### src/rtl/icdf_pkg.sv
// Shared types, constants and helper functions for the inverse-CDF table sampler.
`timescale 1ns / 1ps
`default_nettype none
package icdf_pkg;

  // Payload widths
  localparam int ENTRY_INDEX_W = 10;
  localparam int CDF_W         = 32;
  localparam int RADIUS_W      = 32;
  localparam int POINTS_W      = 11;

  // Default table depth
  localparam int TABLE_DEPTH_DEF = 1024;

  // Configuration port
  localparam int PADDR_W = 4;
  localparam int PDATA_W = 32;
  localparam int REG_SEL_W = 2;
  localparam logic [REG_SEL_W-1:0] REG_RADIUS_START = 2'd0;
  localparam logic [REG_SEL_W-1:0] REG_RADIUS_STEP  = 2'd1;
  localparam logic [REG_SEL_W-1:0] REG_POINTS       = 2'd2;

  localparam logic [RADIUS_W-1:0] RADIUS_START_RST = 32'd50331648;
  localparam logic [RADIUS_W-1:0] RADIUS_STEP_RST  = 32'd196800;
  localparam logic [POINTS_W-1:0] POINTS_RST       = 11'd1024;

  // Item modes
  localparam logic MODE_LOAD   = 1'b0;
  localparam logic MODE_SAMPLE = 1'b1;

  // Serial divider: 64-bit dividend, 32-bit divisor, two quotient bits a cycle
  localparam int DIVIDEND_W = 64;
  localparam int DIVISOR_W  = 32;
  localparam int DIV_CYCLES = DIVIDEND_W / 2;
  localparam int DIV_CNT_W  = $clog2(DIV_CYCLES);

  typedef struct packed {
    logic                  start;
    logic [DIVIDEND_W-1:0] dividend;
    logic [DIVISOR_W-1:0]  divisor;
  } div_req_t;

  typedef struct packed {
    logic                  done;
    logic [DIVIDEND_W-1:0] quotient;
  } div_rsp_t;

  // One restoring step: shift in a dividend bit, subtract if it fits.
  // Returns {new remainder, quotient bit}. Requires rem < den.
  function automatic logic [DIVISOR_W:0] div_step(input logic [DIVISOR_W-1:0] rem,
                                                 input logic                 bit_in,
                                                 input logic [DIVISOR_W-1:0] den);
    logic [DIVISOR_W:0] t;
    logic [DIVISOR_W:0] diff;
    t    = {rem, bit_in};
    diff = t - {1'b0, den};
    if (t >= {1'b0, den}) begin
      return {diff[DIVISOR_W-1:0], 1'b1};
    end
    return {t[DIVISOR_W-1:0], 1'b0};
  endfunction

endpackage
`default_nettype wire

### src/rtl/icdf_divider.sv
// Radix-4 restoring divider, 64/32 bits.
`timescale 1ns / 1ps
`default_nettype none
module icdf_divider (
  input  wire logic               clk,
  input  wire logic               rst_n,
  input  wire icdf_pkg::div_req_t req,
  output icdf_pkg::div_rsp_t      rsp
);

  logic                                run_r, run_nxt;
  logic                                done_r, done_nxt;
  logic [icdf_pkg::DIV_CNT_W-1:0]      cnt_r, cnt_nxt;
  logic [icdf_pkg::DIVISOR_W-1:0]      rem_r, rem_nxt;
  logic [icdf_pkg::DIVISOR_W-1:0]      den_r, den_nxt;
  logic [icdf_pkg::DIVIDEND_W-1:0]     quo_r, quo_nxt;
  logic [icdf_pkg::DIVISOR_W:0]        step1;
  logic [icdf_pkg::DIVISOR_W:0]        step2;

  // Dividend bits leave the top of quo_r, quotient bits enter at the bottom
  assign step1 = icdf_pkg::div_step(rem_r, quo_r[icdf_pkg::DIVIDEND_W-1], den_r);
  assign step2 = icdf_pkg::div_step(step1[icdf_pkg::DIVISOR_W:1],
                                    quo_r[icdf_pkg::DIVIDEND_W-2], den_r);

  always_comb begin
    run_nxt  = run_r;
    done_nxt = 1'b0;
    cnt_nxt  = cnt_r;
    rem_nxt  = rem_r;
    den_nxt  = den_r;
    quo_nxt  = quo_r;
    if (req.start) begin
      run_nxt = 1'b1;
      cnt_nxt = '0;
      rem_nxt = '0;
      den_nxt = req.divisor;
      quo_nxt = req.dividend;
    end else if (run_r) begin
      rem_nxt = step2[icdf_pkg::DIVISOR_W:1];
      quo_nxt = {quo_r[icdf_pkg::DIVIDEND_W-3:0], step1[0], step2[0]};
      cnt_nxt = cnt_r + 1'b1;
      if (cnt_r == icdf_pkg::DIV_CNT_W'(icdf_pkg::DIV_CYCLES - 1)) begin
        run_nxt  = 1'b0;
        done_nxt = 1'b1;
      end
    end
  end

  always_ff @(posedge clk) begin
    if (!rst_n) begin
      run_r  <= 1'b0;
      done_r <= 1'b0;
      cnt_r  <= '0;
    end else begin
      run_r  <= run_nxt;
      done_r <= done_nxt;
      cnt_r  <= cnt_nxt;
    end
  end

  always_ff @(posedge clk) begin
    rem_r <= rem_nxt;
    den_r <= den_nxt;
    quo_r <= quo_nxt;
  end

  assign rsp.done     = done_r;
  assign rsp.quotient = quo_r;

endmodule
`default_nettype wire

### config.mk
export PLATFORM = sky130hd
export DESIGN_NAME = icdf_divider
export DESIGN_NICKNAME = d
export VERILOG_FILES = /design/src/rtl/icdf_pkg.sv /design/src/rtl/icdf_divider.sv
export SDC_FILE = /design/constraint.sdc
export NUM_CORES = 1
export LEC_CHECK = 0
export BUFFER_PORTS_ARGS = -buffer_cell sky130_fd_sc_hd__buf_4
export CAP_MARGIN = 20
export CORE_MARGIN = 3
export CORE_UTILIZATION = 59
export CTS_CLUSTER_DIAMETER = 150
export CTS_CLUSTER_SIZE = 28
export DETAILED_ROUTE_END_ITERATION = 16
export PLACE_DENSITY = 0.83
export SETUP_SLACK_MARGIN = 0.02
export SLEW_MARGIN = 10
export SYNTH_ARGS = -nofsm -noshare
export SYNTH_HDL_FRONTEND = slang
export SYNTH_SLANG_ARGS = --single-unit
### constraint.sdc
create_clock -name clk -period 10.9 [get_ports clk]
set_input_delay 0.545 -clock clk [delete_from_list [all_inputs] [get_ports clk]]
set_output_delay 0.545 -clock clk [all_outputs]
set_load 0.005 [all_outputs]
# Word level (Yosys, flattened, before mapping)
# Cells that the tools add are included.
[totals] reg_bits=135 latch_bits=0 ramBits=0 rom_bits=0 inputBits=99 out_inout_bits=65 wordCells=29 mem_count=0
[classes] add_sub_neg=3 n_mul=0 div_mod_pow=0 magnitude_cmp=2 n_eq_ne=1 shifts=0 n_mux=12 bitwise=2 reduce_logical=3
[op_table] op="33-bit 2-to-1 mux" n=4
[op_table] op="64-bit 2-to-1 mux" n=2
[op_table] op="33-bit by 32-bit greater-or-equal comparator with 1-bit output" n=2
[op_table] op="32-bit subtractor" n=2
[op_table] op="1-bit 2-to-1 mux" n=6
[op_table] op="5-bit by 1-bit adder with 5-bit output, second input constant" n=1
[op_table] op="5-bit == test, second input constant" n=1
[op_table] op="3-bit OR reduction" n=1
[op_table] op="1-bit NOT" n=2
[op_table] op="2-bit nonzero test" n=1
[op_table] op="2-bit OR reduction" n=1

# Depth between registers and ports, before layout
# Gate-level depths: netlist of run 1.
[logic_depth] ltp_word=8 mapped_depth=25 depth_no_buf=23

# Worst setup path after synthesis of run 1
# No wires, ideal clock.
[synth_timing] path_type="reg2reg" startpoint="register quo_r[63] (netlist name)" endpoint="register rem_r[19] (netlist name)" setup_time_ns=0.086 arrival_ns=4.856 required_ns=10.814 slack_ns=5.958 path_stages_with_launch=22 n_path_buf=1 period_less_slack_ns=4.942 path_cell_list="edfxtp_1 inv_1 ha_1 inv_1 fa_1 a211oi_1 o21ai_0 a221oi_2 o21ai_1 a2111oi_0 nor2_1 xnor2_1 a21oi_1 ha_1 and3_1 nand2_1 or4_1 o21ai_1 a211oi_4 buf_6 o31a_1 a211oi_1"
[synth_via] elab_chain_cells=6 word_cells_on_any_way=10 cone_classes="2 x add/sub; 2 x order compare; 6 x mux"
[synth_rtl] item="start: declaration" line="icdf_divider.sv:16" rtl="logic [icdf_pkg::DIVIDEND_W-1:0] quo_r, quo_nxt;"
[synth_rtl] item="start signal: assignment" line="icdf_divider.sv:64" rtl="quo_r <= quo_nxt;"
[synth_rtl] item="32-bit subtractor or 33-bit by 32-bit greater-or-equal comparator with 1-bit output (tied branches)" line="icdf_pkg.sv:56, icdf_pkg.sv:57"
[synth_rtl] item="33-bit 2-to-1 mux or 1-bit 2-to-1 mux (tied branches)" line="icdf_pkg.sv:57" rtl="if (t >= {1'b0, den}) begin"
[synth_rtl] item="33-bit 2-to-1 mux (*)" line="icdf_pkg.sv:60" rtl="return {t[DIVISOR_W-1:0], 1'b0};"
[synth_rtl] item="32-bit subtractor or 33-bit by 32-bit greater-or-equal comparator with 1-bit output (tied branches)" line="icdf_pkg.sv:56, icdf_pkg.sv:57"
[synth_rtl] item="33-bit 2-to-1 mux or 1-bit 2-to-1 mux (tied branches)" line="icdf_pkg.sv:57"
[synth_rtl] item="33-bit 2-to-1 mux (*)" line="icdf_pkg.sv:60"
[synth_rtl] item="end signal: assignment" line="icdf_divider.sv:62" rtl="rem_r <= rem_nxt;"
[synth_rtl] item="end: declaration" line="icdf_divider.sv:14" rtl="logic [icdf_pkg::DIVISOR_W-1:0] rem_r, rem_nxt;"
# Mark *: on every way between the ends. The rest lies on a longest branch, timed or not. The select of a mux whose other input is x is not followed.
# A chain may end at the register's enable or synchronous reset.

# Worst setup path after layout of run 1
[layout_timing] startpoint="register den_r[24] (netlist name)" endpoint="register rem_r[29] (netlist name)"
[layout_via] elab_chain_cells=6 word_cells_on_any_way=10 cone_classes="2 x add/sub; 2 x order compare; 6 x mux"
[layout_rtl] item="start: declaration" line="icdf_divider.sv:15" rtl="logic [icdf_pkg::DIVISOR_W-1:0] den_r, den_nxt;"
[layout_rtl] item="start signal: assignment" line="icdf_divider.sv:63" rtl="den_r <= den_nxt;"
[layout_rtl] item="32-bit subtractor or 33-bit by 32-bit greater-or-equal comparator with 1-bit output (tied branches)" line="icdf_pkg.sv:56, icdf_pkg.sv:57"
[layout_rtl] item="33-bit 2-to-1 mux or 1-bit 2-to-1 mux (tied branches)" line="icdf_pkg.sv:57"
[layout_rtl] item="33-bit 2-to-1 mux" line="icdf_pkg.sv:60"
[layout_rtl] item="32-bit subtractor or 33-bit by 32-bit greater-or-equal comparator with 1-bit output (tied branches)" line="icdf_pkg.sv:56, icdf_pkg.sv:57"
[layout_rtl] item="33-bit 2-to-1 mux or 1-bit 2-to-1 mux (tied branches)" line="icdf_pkg.sv:57"
[layout_rtl] item="33-bit 2-to-1 mux (*)" line="icdf_pkg.sv:60"
# Marks and branches as above.

==> reports/summary.md, run 1 <==
- **cell breakdown of the critical path** inv_1, ha_1, nand4_1, nor4_1, o311a_1, a221o_2, a21oi_4, o21ai_2, nor2_1, a21oi_1, ha_1, nor2b_1, o31a_1, o221ai_1, o211a_1, o31a_1, o21ai_1, a211oi_4, buf_4, nor2_1, a211oi_1, nor3_1
- **residual antenna-violating net count after detailed routing** 0
- **number of remaining DRC errors** 0
- **maximum fanout along the worst path** 42
- **Root Buffer** clkbuf_16
- **share of post-route cells with drive strength above 1** 28.2%
- **worst clock skew on the final layout** 17.7 ps
- **Total Nets Final** 1259
- **Avg Cell Area, Syn** 9.90 um^2
- **via count of the first global-routing pass** 8142
- **max cap viols** 0
- **CTS tree** done
- **Clk network pwr share** 17.1%
- **Synth-to-Final Area Change** 20.1%
- **fraction of power spent switching nets** 47.0%
- **placer congestion estimate** 0.935
- **critical path required time** 11190 ps
- **Cells after Synth** 949
- **library cells used by synthesis** 77
- **Final Hold Fails** 0
- **EDFF count, synth** 96
- **GRT Residual Overflow** 0
- **sequential share of the synthesized area** 39.0%
- **number of antenna violations at the first check in global routing** 1
- **post-detailed-route via-to-cell ratio** 6.06
- **Tightest Pin Transition** 962 ps
- **Main synth FF type** edfxtp_1
- **total negative slack for setup checks** 0 ps
- **estimated wirelength of the detail-placed design** 18500 um
- **number of H-tree levels** 4
- **Setup crit start kind** flop
- **category of the worst setup path capture point** flop
- **fin crit share** 61.1%
- **Post-Synthesis Net Count** 1116
- **total die area** 17500 um^2
- **post-layout minimum cycle time** 6660 ps
- **insertion delay to the later sink of the worst-skew pair** 440 ps
- **initial core utilization** 61.1%
- **number of buffers inserted for hold repair after clock tree synthesis** 0
- **Cell Count, Final, Fillers Out** 1317
- **cell with the largest stage delay on the worst path** o21ai_2
- **max incr delay on CP** 740 ps
- **share of power burned in combinational logic** 62.6%
- **number of synthesized register bits** 135
- **RSZ-0062 raised after global routing** no
- **clock edge transition at the registers on the reported setup and hold paths** 70 ps
- **Site Rows** 45
- **overall routing resource usage** 29.8%
- **final WL** 26000 um
- **Bufs on Longest Clock Path** 2
- **Routed WL per cell** 19.7 um
- **total via count in the routed design** 7985
- **Max IR drop VDD** 0.236 mV
- **number of buffers inserted to repair setup after CTS** 0
- **area of the core** 15400 um^2
- **number of clock sinks** 135
- **Horiz. Die Dim** 132 um
- **status** finished, final reports clean
- **# port buffers** 163
- **internal power component** 1.81 mW
- **initial DRC count** 554
- **Rel. slew slack** 35.9%
- **type of the worst setup path** flop to flop
- **pin count of the biggest net entering global routing** 79
- **Cell Pwr Density** 302 nW/um^2
- **1st-pass router iterations** 5
- **data arrival time at the worst-slack endpoint** 6950 ps
- **I/O pins** 164
- **Setup Viol. Count Final** 0
- **ys async rst share** 0%
- **total power after layout** 3.41 mW
- **Resize count post-CTS** 0
- **Cell Area, Synth** 9400 um^2
- **leakage power figure** 4.86 nW
- **portion of total power attributed to sequential cells** 20.3%
- **switching power** 1.60 mW
- **Inst Count DP** 1284
- **total number of yosys warnings** 0
- **first-pass GRT wire length** 41700 um
- **DIE HEIGHT** 132 um
- **number of clock buffers inserted by TritonCTS** 17
- **maximum clock frequency** 150 MHz
- **count of pins over their slew limit** 0
- **Hold Path Class** primary input to flop
[cell usage after synthesis (all sizes together), types with 5 or more instances]
master / number / share of area (%)
o21bai: 10 / 0.80
dfxtp: 39 / 8.3
mux2: 66 / 7.9
nand2: 55 / 2.2
a21o: 36 / 2.9
o21a: 11 / 0.88
nor2: 97 / 3.9
a211oi: 31 / 3.3
clkbuf: 22 / 0.88
o21ai: 46 / 2.5
xnor2: 34 / 3.2
and2: 7 / 0.48
nand4: 9 / 0.60
inv: 49 / 2.0
edfxtp: 96 / 31
a21oi: 77 / 4.6
xor2: 23 / 2.1
ha: 66 / 8.8
a2111oi: 5 / 0.55
nor3: 18 / 1.0
a311oi: 5 / 0.67
nand2b: 8 / 0.53
a31oi: 7 / 0.53
o31a: 5 / 0.47
o31ai: 9 / 0.77
nand3: 19 / 1.0
and3: 10 / 0.68
buf: 22 / 1.5
mux2i: 9 / 0.96
[sequential cells by signal (all words and copies together), names as in the netlist]
| name | flops |
|---|---|
| quo_r | 64 |
| den_r | 32 |
| rem_r | 32 |
| cnt_r | 5 |
| done_r | 1 |
| run_r | 1 |
[worst max-delay path, delay by kind of cell (launching register included)]
| family | cells | cell delay (ps) |
|---|---|---|
| AOI/OAI and AO/OA | 12 | 3750 |
| DFF | 1 | 320 |
| and+or+nand+nor | 6 | 1050 |
| buffers and inverters | 2 | 600 |
| adders and majority gates | 2 | 770 |
[cell usage in the layout, fill, tap and decap left out, drive strengths merged, types with 4 or more instances in the layout]
cell and count:
a31oi 7, o21bai 10, nor4 4, o31ai 9, nand2b 8, o31a 5, nor3 18, o21a 11
nand4 9, and3 10, mux2i 9, clkbuf 17, xor2 23, nand3 19, edfxtp 96, and2 7
inv 58, xnor2 34, a211oi 31, or2 4, buf 168, a21oi 77, a21boi 4, nor2 97
nand2 55, a31o 4, a21o 36, a2111oi 5, mux2 66, ha 66, a311oi 5, dfxtp 39
o21ai 46
[routing by layer]
metal	vias to the layer above	wire, um	track usage [%]
met3	64	2060	8.85
met1	3770	10200	35.1
li1	3822	-	-
met2	329	12900	51.6
met4	0	804	11.4
met5	-	0	0
[cells by family (layout without fill, tap and decap cells)]
logic type      after synthesis  after routing  share of synthesized area [%]
simple gates                241            241                           11.7
compound gates              280            280                           21.6
fa+ha+maj                    68             68                           9.21
other cells                   0              1                              0
buf+inv                      93            249                           4.33
mux                          75             75                           8.87
xor+xnor                     57             57                           5.31
flops                       135            135                           39.0
[stage by stage]
stage                     setup slack [ps]  hold WS (ps)  utilization (%)  area [um^2]
after floorplan                       5960           467                -         9400
after global placement                4600           487             69.6        10700
after detailed placement              4460           491             69.6        10700
after CTS                             4330           266             73.4        11300
after global routing                  3830           264             73.5        11300
final                                 4240           278             73.5        11300
[final cells by class]
cell class	instances	area, um^2
flip-flops and latches	135	3660
inverters	49	184
well taps	211	264
clock inverters	15	158
repair buffers	168	1260
multi-input cells	721	5330
diodes	1	2.50
fillers	1114	4080
clock buffers	17	425
[final timing paths]
| path | startpoint | to | slack (ps) | cells past startpoint |
|---|---|---|---|---|
| hold / removal | req[25] | den_r[25] | 280 | 1 |
| setup reg to reg | den_r[24] | rem_r[29] | 4240 | 22 |
| setup / recovery | den_r[24] | rem_r[29] | 4240 | 22 |
| hold reg to reg | rem_r[25] | rem_r[25] | 500 | 2 |
[power groups by stage]
stage,sequential [mW],clock [mW],combinational [mW]
after detailed placement,0.699,0,2.06
after CTS,0.690,0.591,2.10
after floorplan,0.684,0,1.68
after global placement,0.697,0,2.03
after global routing,0.700,0.610,2.34
final,0.691,0.584,2.14
No activity file was read; power rests on OpenSTA's default activity.
==> inputs of run 2 (changes only) <==
--- a/config.mk
+++ b/config.mk
@@ -8,11 +8,11 @@
 export BUFFER_PORTS_ARGS = -buffer_cell sky130_fd_sc_hd__buf_4
 export CAP_MARGIN = 20
 export CORE_MARGIN = 3
-export CORE_UTILIZATION = 59
+export CORE_UTILIZATION = 52
 export CTS_CLUSTER_DIAMETER = 150
 export CTS_CLUSTER_SIZE = 28
 export DETAILED_ROUTE_END_ITERATION = 16
-export PLACE_DENSITY = 0.83
+export PLACE_DENSITY = 0.78
 export SETUP_SLACK_MARGIN = 0.02
 export SLEW_MARGIN = 10
 export SYNTH_ARGS = -nofsm -noshare
==> constraint.sdc (replaced) <==
create_clock -name clk -period 6.1 [get_ports clk]
set_input_delay 0.305 -clock clk [delete_from_list [all_inputs] [get_ports clk]]
set_output_delay 0.305 -clock clk [all_outputs]
set_load 0.005 [all_outputs]
==> reports/summary.md, run 2 (same netlist as run 1, synthesis figures left out) <==
- **Top Registers** quo_r x64, den_r x32, rem_r x32, unchanged
- **critical path required time** 6450 ps, was 11190 ps
- **initial DRC count** 586, was 554
- **initial core utilization** 53.8%, was 61.1%
- **GRT busiest layer** met2, unchanged
- **maximum clock frequency** 175 MHz, was 150 MHz
- **worst r2r dst** rem_r[30], was rem_r[29]
- **number of H-tree levels** 4, unchanged
- **Cell Pwr Density** 551 nW/um^2, was 302 nW/um^2
- **Hold Path Class** primary input to flop, unchanged
- **fin crit share** 93.8%, was 61.1%
- **worst clock skew on the final layout** 14.6 ps, was 17.7 ps
- **# port buffers** 163, unchanged
- **Setup Viol. Count Final** 0, unchanged
- **post-layout minimum cycle time** 5720 ps, was 6660 ps
- **reg-to-reg critical path startpoint** den_r[1], was den_r[24]
- **max cap viols** 0, unchanged
- **count of pins over their slew limit** 0, unchanged
- **most frequent standard cell in the layout excluding fill and tap cells** buf_4, unchanged
- **Routed WL per cell** 19.1 um, was 19.7 um
- **post-route standard cell area excluding fillers** 11500 um^2, was 11300 um^2
- **number of cells traversed by the worst register-to-register path** 22, unchanged
- **maximum fanout along the worst path** 9, was 42
- **area of the core** 17500 um^2, was 15400 um^2
- **most frequent cells in the layout** 180 x buf_4, 97 x nor2_1, 96 x edfxtp_1, was 168 x buf_4, 97 x nor2_1, 96 x edfxtp_1
- **Site Rows** 48, was 45
- **largest reg by FF count** quo_r, unchanged
- **via count of the first global-routing pass** 8083, was 8142
- **placer congestion estimate** 0.953, was 0.935
- **total die area** 19700 um^2, was 17500 um^2
- **insertion delay to the later sink of the worst-skew pair** 430 ps, was 440 ps
- **number of clock buffers inserted by TritonCTS** 17, unchanged
- **leakage power figure** 4.96 nW, was 4.86 nW
- **Max IR drop VDD** 0.432 mV, was 0.236 mV
- **first-pass GRT wire length** 41000 um, was 41700 um
- **ant diodes** 0, was 1
- **number of cells on the worst hold path** 1, unchanged
- **total via count in the routed design** 7985, unchanged
- **type of the worst setup path** flop to flop, unchanged
- **setup slack of the worst register-to-register path** 380 ps, was 4240 ps
- **terminating pin of the worst hold path** den_r[0], was den_r[25]
- **Synth-to-Final Area Change** 22.3%, was 20.1%
- **startpoint of the tightest hold check path** req[0], was req[25]
- **final WL** 25700 um, was 26000 um
- **post-detailed-route via-to-cell ratio** 5.94, was 6.06
- **Rel. slew slack** 41.3%, was 35.9%
- **GRT Residual Overflow** 0, unchanged
- **number of remaining DRC errors** 0, unchanged
- **number of clock sinks** 135, unchanged
- **met3 Use GR** 8.67%, was 8.85%
- **CTS tree** done, unchanged
- **Root Buffer** clkbuf_16, unchanged
- **clock edge transition at the registers on the reported setup and hold paths** 70 ps, about the same
- **residual antenna-violating net count after detailed routing** 0, unchanged
- **Bufs on Longest Clock Path** 2, unchanged
- **Total Nets Final** 1273, was 1259
- **number of flip-flops under the largest register name** 64, unchanged
- **RSZ-0062 raised after global routing** no, unchanged
- **pin count of the biggest net entering global routing** 71, was 79
- **total negative slack for setup checks** 0 ps, unchanged
- **Setup crit start kind** flop, unchanged
- **met1 Resource Use GR** 32.0%, was 35.1%
- **I/O pins** 164, unchanged
- **status** finished, final reports clean, unchanged
- **overall routing resource usage** 25.9%, was 29.8%
- **1st-pass router iterations** 5, unchanged
- **Placed Instance Area** 10800 um^2, was 10700 um^2
- **DIE HEIGHT** 140 um, was 132 um
- **number of antenna violations at the first check in global routing** 0, was 1
- **Global Route met2 Usage** 42.2%, was 51.6%
- **data arrival time at the worst-slack endpoint** 6070 ps, was 6950 ps
- **Horiz. Die Dim** 140 um, was 132 um
- **estimated wirelength of the detail-placed design** 19200 um, was 18500 um
- **Final Hold Fails** 0, unchanged
- **Tightest Pin Transition** 881 ps, was 962 ps
- **share of post-route cells with drive strength above 1** 29.2%, was 28.2%
- **number of buffers inserted for hold repair after clock tree synthesis** 0, unchanged
- **category of the worst setup path capture point** flop, unchanged
[run 2: cell types whose count changed in the layout (fill, tap and decap cells not counted), moves of 2 or more]
cell        before  now
buf_4          168  180
clkinvlp_4       3    1
bufinv_16        1    3
inv_8            5    3
buf_12           0    2
[run 2: power by group]
group / switching, mW / total [mW] / internal (mW)
registers: 0.102 / 1.24 / 1.14
logic: 2.33 / 3.99 / 1.66
clock network: 0.435 / 1.10 / 0.669
[run 2: per-stage QoR]
step	util, %	hold slack, ps	total power [mW]	setup slack, ps	std cells
after global placement	61.9	484	5.04	415	1309
after global routing	65.8	30.1	6.77	24.8	1344
final	65.8	48.3	6.33	376	1344
after floorplan	-	404	4.22	1160	949
after detailed placement	61.9	484	5.10	214	1309
after CTS	65.5	34.0	6.24	130	1341
[run 2: worst max-delay path by stage]
stage	start	endpoint	slack, ps	depth (start not counted)
2_1_floorplan	quo_r[63]	rem_r[19]	1160	21
3_3_place_gp	quo_r[63]	rem_r[16]	410	21
3_5_place_dp	quo_r[63]	rem_r[27]	210	20
4_1_cts	quo_r[63]	rem_r[16]	130	21
5_1_grt	den_r[1]	rem_r[23]	20	23
6_report	den_r[1]	rem_r[30]	380	22
[run 2: critical path, cell delays in order, from the launching register on]
cell       delay (ps)
edfxtp_1          370
inv_1             180
ha_1              270
nor2b_1           140
o2111ai_1         310
a31oi_2           170
a221o_2           420
a21oi_4           250
o21a_1            350
o21ai_0           240
ha_1              420
nand4_1           270
a21oi_2           300
o22ai_1           210
a2111oi_0         450
buf_4             200
nor2_1             40
o2111ai_1         190
buf_4             180
a221o_1           180
a21oi_1           100
xor2_1            160
o31ai_1           230
[run 2: final cells by class]
type,count,area [um^2]
clock inverter,13,184
clock buffer,19,443
sequential,135,3660
inverter,49,184
multi-input combinational,721,5350
tap,225,282
timing repair buffer,182,1390
fill,1384,5980
[run 2: what timing repair did]
item	in CTS	in global routing
buffers inserted	0	3
resized for setup	0	3
hold endpoints to repair	0	0
setup endpoints to repair	0	18
[run 2: routing by layer]
metal / up-vias / routed length, um
li1: 3856 / -
met4: 0 / 627
met1: 3750 / 10600
met3: 42 / 2370
met2: 337 / 12100
met5: - / 0
==> inputs of run 3 (changes only) <==
--- a/config.mk
+++ b/config.mk
@@ -5,10 +5,12 @@
 export SDC_FILE = /design/constraint.sdc
 export NUM_CORES = 1
 export LEC_CHECK = 0
-export BUFFER_PORTS_ARGS = -buffer_cell sky130_fd_sc_hd__buf_4
+export BUFFER_PORTS_ARGS = -buffer_cell sky130_fd_sc_hd__clkbuf_2
 export CAP_MARGIN = 20
+export CELL_PAD_IN_SITES_DETAIL_PLACEMENT = 0
+export CELL_PAD_IN_SITES_GLOBAL_PLACEMENT = 1
 export CORE_MARGIN = 3
-export CORE_UTILIZATION = 52
+export CORE_UTILIZATION = 40
 export CTS_CLUSTER_DIAMETER = 150
 export CTS_CLUSTER_SIZE = 28
 export DETAILED_ROUTE_END_ITERATION = 16
==> reports/summary.md, run 3 (same netlist as run 1, synthesis figures left out) <==
- **leakage power figure** 4.86 nW, was 4.96 nW
- **category of the worst setup path capture point** flop, unchanged
- **I/O pins** 164, unchanged
- **total via count in the routed design** 7674, was 7985
- **number of antenna violations at the first check in global routing** 0, unchanged
- **Rel. slew slack** 32.6%, was 41.3%
- **first-pass GRT wire length** 42000 um, was 41000 um
- **placer congestion estimate** 0.848, was 0.953
- **critical path required time** 6440 ps, was 6450 ps
- **initial DRC count** 468, was 586
- **RSZ-0062 raised after global routing** yes, was no
- **cell breakdown of the critical path** inv_1, ha_1, inv_1, fa_1, a211oi_1, o21ai_0, a221oi_2, o21ai_1, a2111oi_2, nor2_1, xnor2_1, a21oi_1, ha_1, and3_1, nand2_1, or4_1, o21ai_1, a211oi_4, buf_12, o31a_1, a211oi_1, was inv_1, ha_1, nor2b_1, o2111ai_1, a31oi_2, a221o_2, a21oi_4, o21a_1, o21ai_0, ha_1, nand4_1, a21oi_2, o22ai_1, a2111oi_0, buf_4, nor2_1, o2111ai_1, buf_4, a221o_1, a21oi_1, xor2_1, o31ai_1
- **max incr delay on CP** 540 ps, was 450 ps
- **most frequent cells in the layout** 162 x clkbuf_2, 97 x nor2_1, 96 x edfxtp_1, was 180 x buf_4, 97 x nor2_1, 96 x edfxtp_1
- **initial core utilization** 41.1%, was 53.8%
- **residual antenna-violating net count after detailed routing** 0, unchanged
- **number of remaining DRC errors** 0, unchanged
- **# port buffers** 163, unchanged
- **CTS tree** done, unchanged
- **fin crit share** 91.7%, was 93.8%
- **GRT Residual Overflow** 0, unchanged
- **number of cells traversed by the worst register-to-register path** 21, was 22
- **status** finished, final reports clean, unchanged
- **insertion delay to the later sink of the worst-skew pair** 430 ps, about the same
- **Routed WL per cell** 18.2 um, was 19.1 um
- **total negative slack for setup checks** 0 ps, unchanged
- **ant diodes** 0, unchanged
- **maximum clock frequency** 179 MHz, was 175 MHz
- **clock edge transition at the registers on the reported setup and hold paths** 70 ps, about the same
- **Global Route met2 Usage** 32.8%, was 42.2%
- **Tightest Pin Transition** 1010 ps, was 881 ps
- **post-detailed-route via-to-cell ratio** 5.35, was 5.94
- **estimated wirelength of the detail-placed design** 19600 um, was 19200 um
- **cell with the largest stage delay on the worst path** or4_1, was a2111oi_0
- **max cap viols** 0, unchanged
- **Final Hold Fails** 0, unchanged
- **number of clock buffers inserted by TritonCTS** 17, unchanged
- **count of pins over their slew limit** 0, unchanged
- **Top Registers** quo_r x64, den_r x32, rem_r x32, unchanged
- **Placed Instance Area** 10600 um^2, was 10800 um^2
- **post-layout minimum cycle time** 5600 ps, was 5720 ps
- **Bufs on Longest Clock Path** 2, unchanged
- **total power after layout** 6.34 mW, was 6.33 mW
- **DIE HEIGHT** 159 um, was 140 um
- **via count of the first global-routing pass** 7957, was 8083
- **worst clock skew on the final layout** 14.7 ps, was 14.6 ps
- **1st-pass router iterations** 6, was 5
- **number of H-tree levels** 4, unchanged
- **share of post-route cells with drive strength above 1** 29.3%, was 29.2%
- **Setup crit start kind** flop, unchanged
- **GRT busiest layer** met2, unchanged
- **Max IR drop VDD** 0.349 mV, was 0.432 mV
- **data arrival time at the worst-slack endpoint** 5930 ps, was 6070 ps
- **area of the core** 22800 um^2, was 17500 um^2
- **met1 Resource Use GR** 27.9%, was 32.0%
- **total die area** 25400 um^2, was 19700 um^2
- **number of clock sinks** 135, unchanged
- **type of the worst setup path** flop to flop, unchanged
- **Total Nets Final** 1275, was 1273
- **overall routing resource usage** 20.6%, was 25.9%
- **final WL** 26100 um, was 25700 um
- **met3 Use GR** 5.54%, was 8.67%
- **Synth-to-Final Area Change** 19.4%, was 22.3%
- **maximum fanout along the worst path** 25, was 9
- **largest reg by FF count** quo_r, unchanged
- **post-route standard cell area excluding fillers** 11200 um^2, was 11500 um^2
- **number of flip-flops under the largest register name** 64, unchanged
- **Cell Pwr Density** 565 nW/um^2, was 551 nW/um^2
- **most frequent standard cell in the layout excluding fill and tap cells** clkbuf_2, was buf_4
- **Horiz. Die Dim** 159 um, was 140 um
- **number of cells on the worst hold path** 1, unchanged
- **Site Rows** 55, was 48
- **Hold Path Class** primary input to flop, unchanged
- **Setup Viol. Count Final** 0, unchanged
- **Root Buffer** clkbuf_16, unchanged
- **pin count of the biggest net entering global routing** 73, was 71
[run 3: final cells by class]
type	count	area, um^2
tap	313	392
clock buffer	18	429
clock inverter	14	163
multi-input combinational	721	5350
sequential	135	3660
fill	2236	11600
timing repair buffer	184	1040
inverter	49	184
[run 3: power breakdown]
group          internal, mW  switching [mW]
registers              1.14          0.0979
logic                  1.69            2.35
clock network         0.615           0.456
total                  3.44            2.90
[run 3: stage by stage]
stage	std cells	util (%)	setup slack, ps	hold slack, ps
CTS	1428	48.8	221	34.9
global route	1434	49.1	16.0	38.0
floorplan	949	-	1160	404
detailed placement	1396	46.2	242	484
finish	1434	49.1	504	49.6
global placement	1396	46.2	374	481
[run 3: what timing repair did]
| item | in CTS | in global routing |
|---|---|---|
| resized for setup | 0 | 3 |
| endpoints found under the setup margin | 0 | 28 |
| buffers inserted | 0 | 6 |
| hold buffers | 0 | 0 |
[run 3: worst paths after layout]
kind              slack [ps]         to       from
hold / removal            50  den_r[27]    req[27]
setup / recovery         500  rem_r[19]  quo_r[63]
setup reg to reg         500  rem_r[19]  quo_r[63]
hold reg to reg          510   rem_r[8]   rem_r[8]
[run 3: worst max-delay path: cells and delay by family, from the launching register on]
kind	cells	cell delay, ps
buffers and inverters	3	320
adders and majority gates	3	960
xor gates and xnor gates	1	150
DFF	1	420
AOI/OAI and AO/OA	10	2690
and+or+nand+nor	4	950
[run 3: layer usage]
| layer | vias up | wire length (um) |
|---|---|---|
| met5 | - | 0 |
| met4 | 0 | 365 |
| met3 | 20 | 1990 |
| met2 | 250 | 11700 |
| met1 | 3528 | 12100 |
| li1 | 3876 | - |
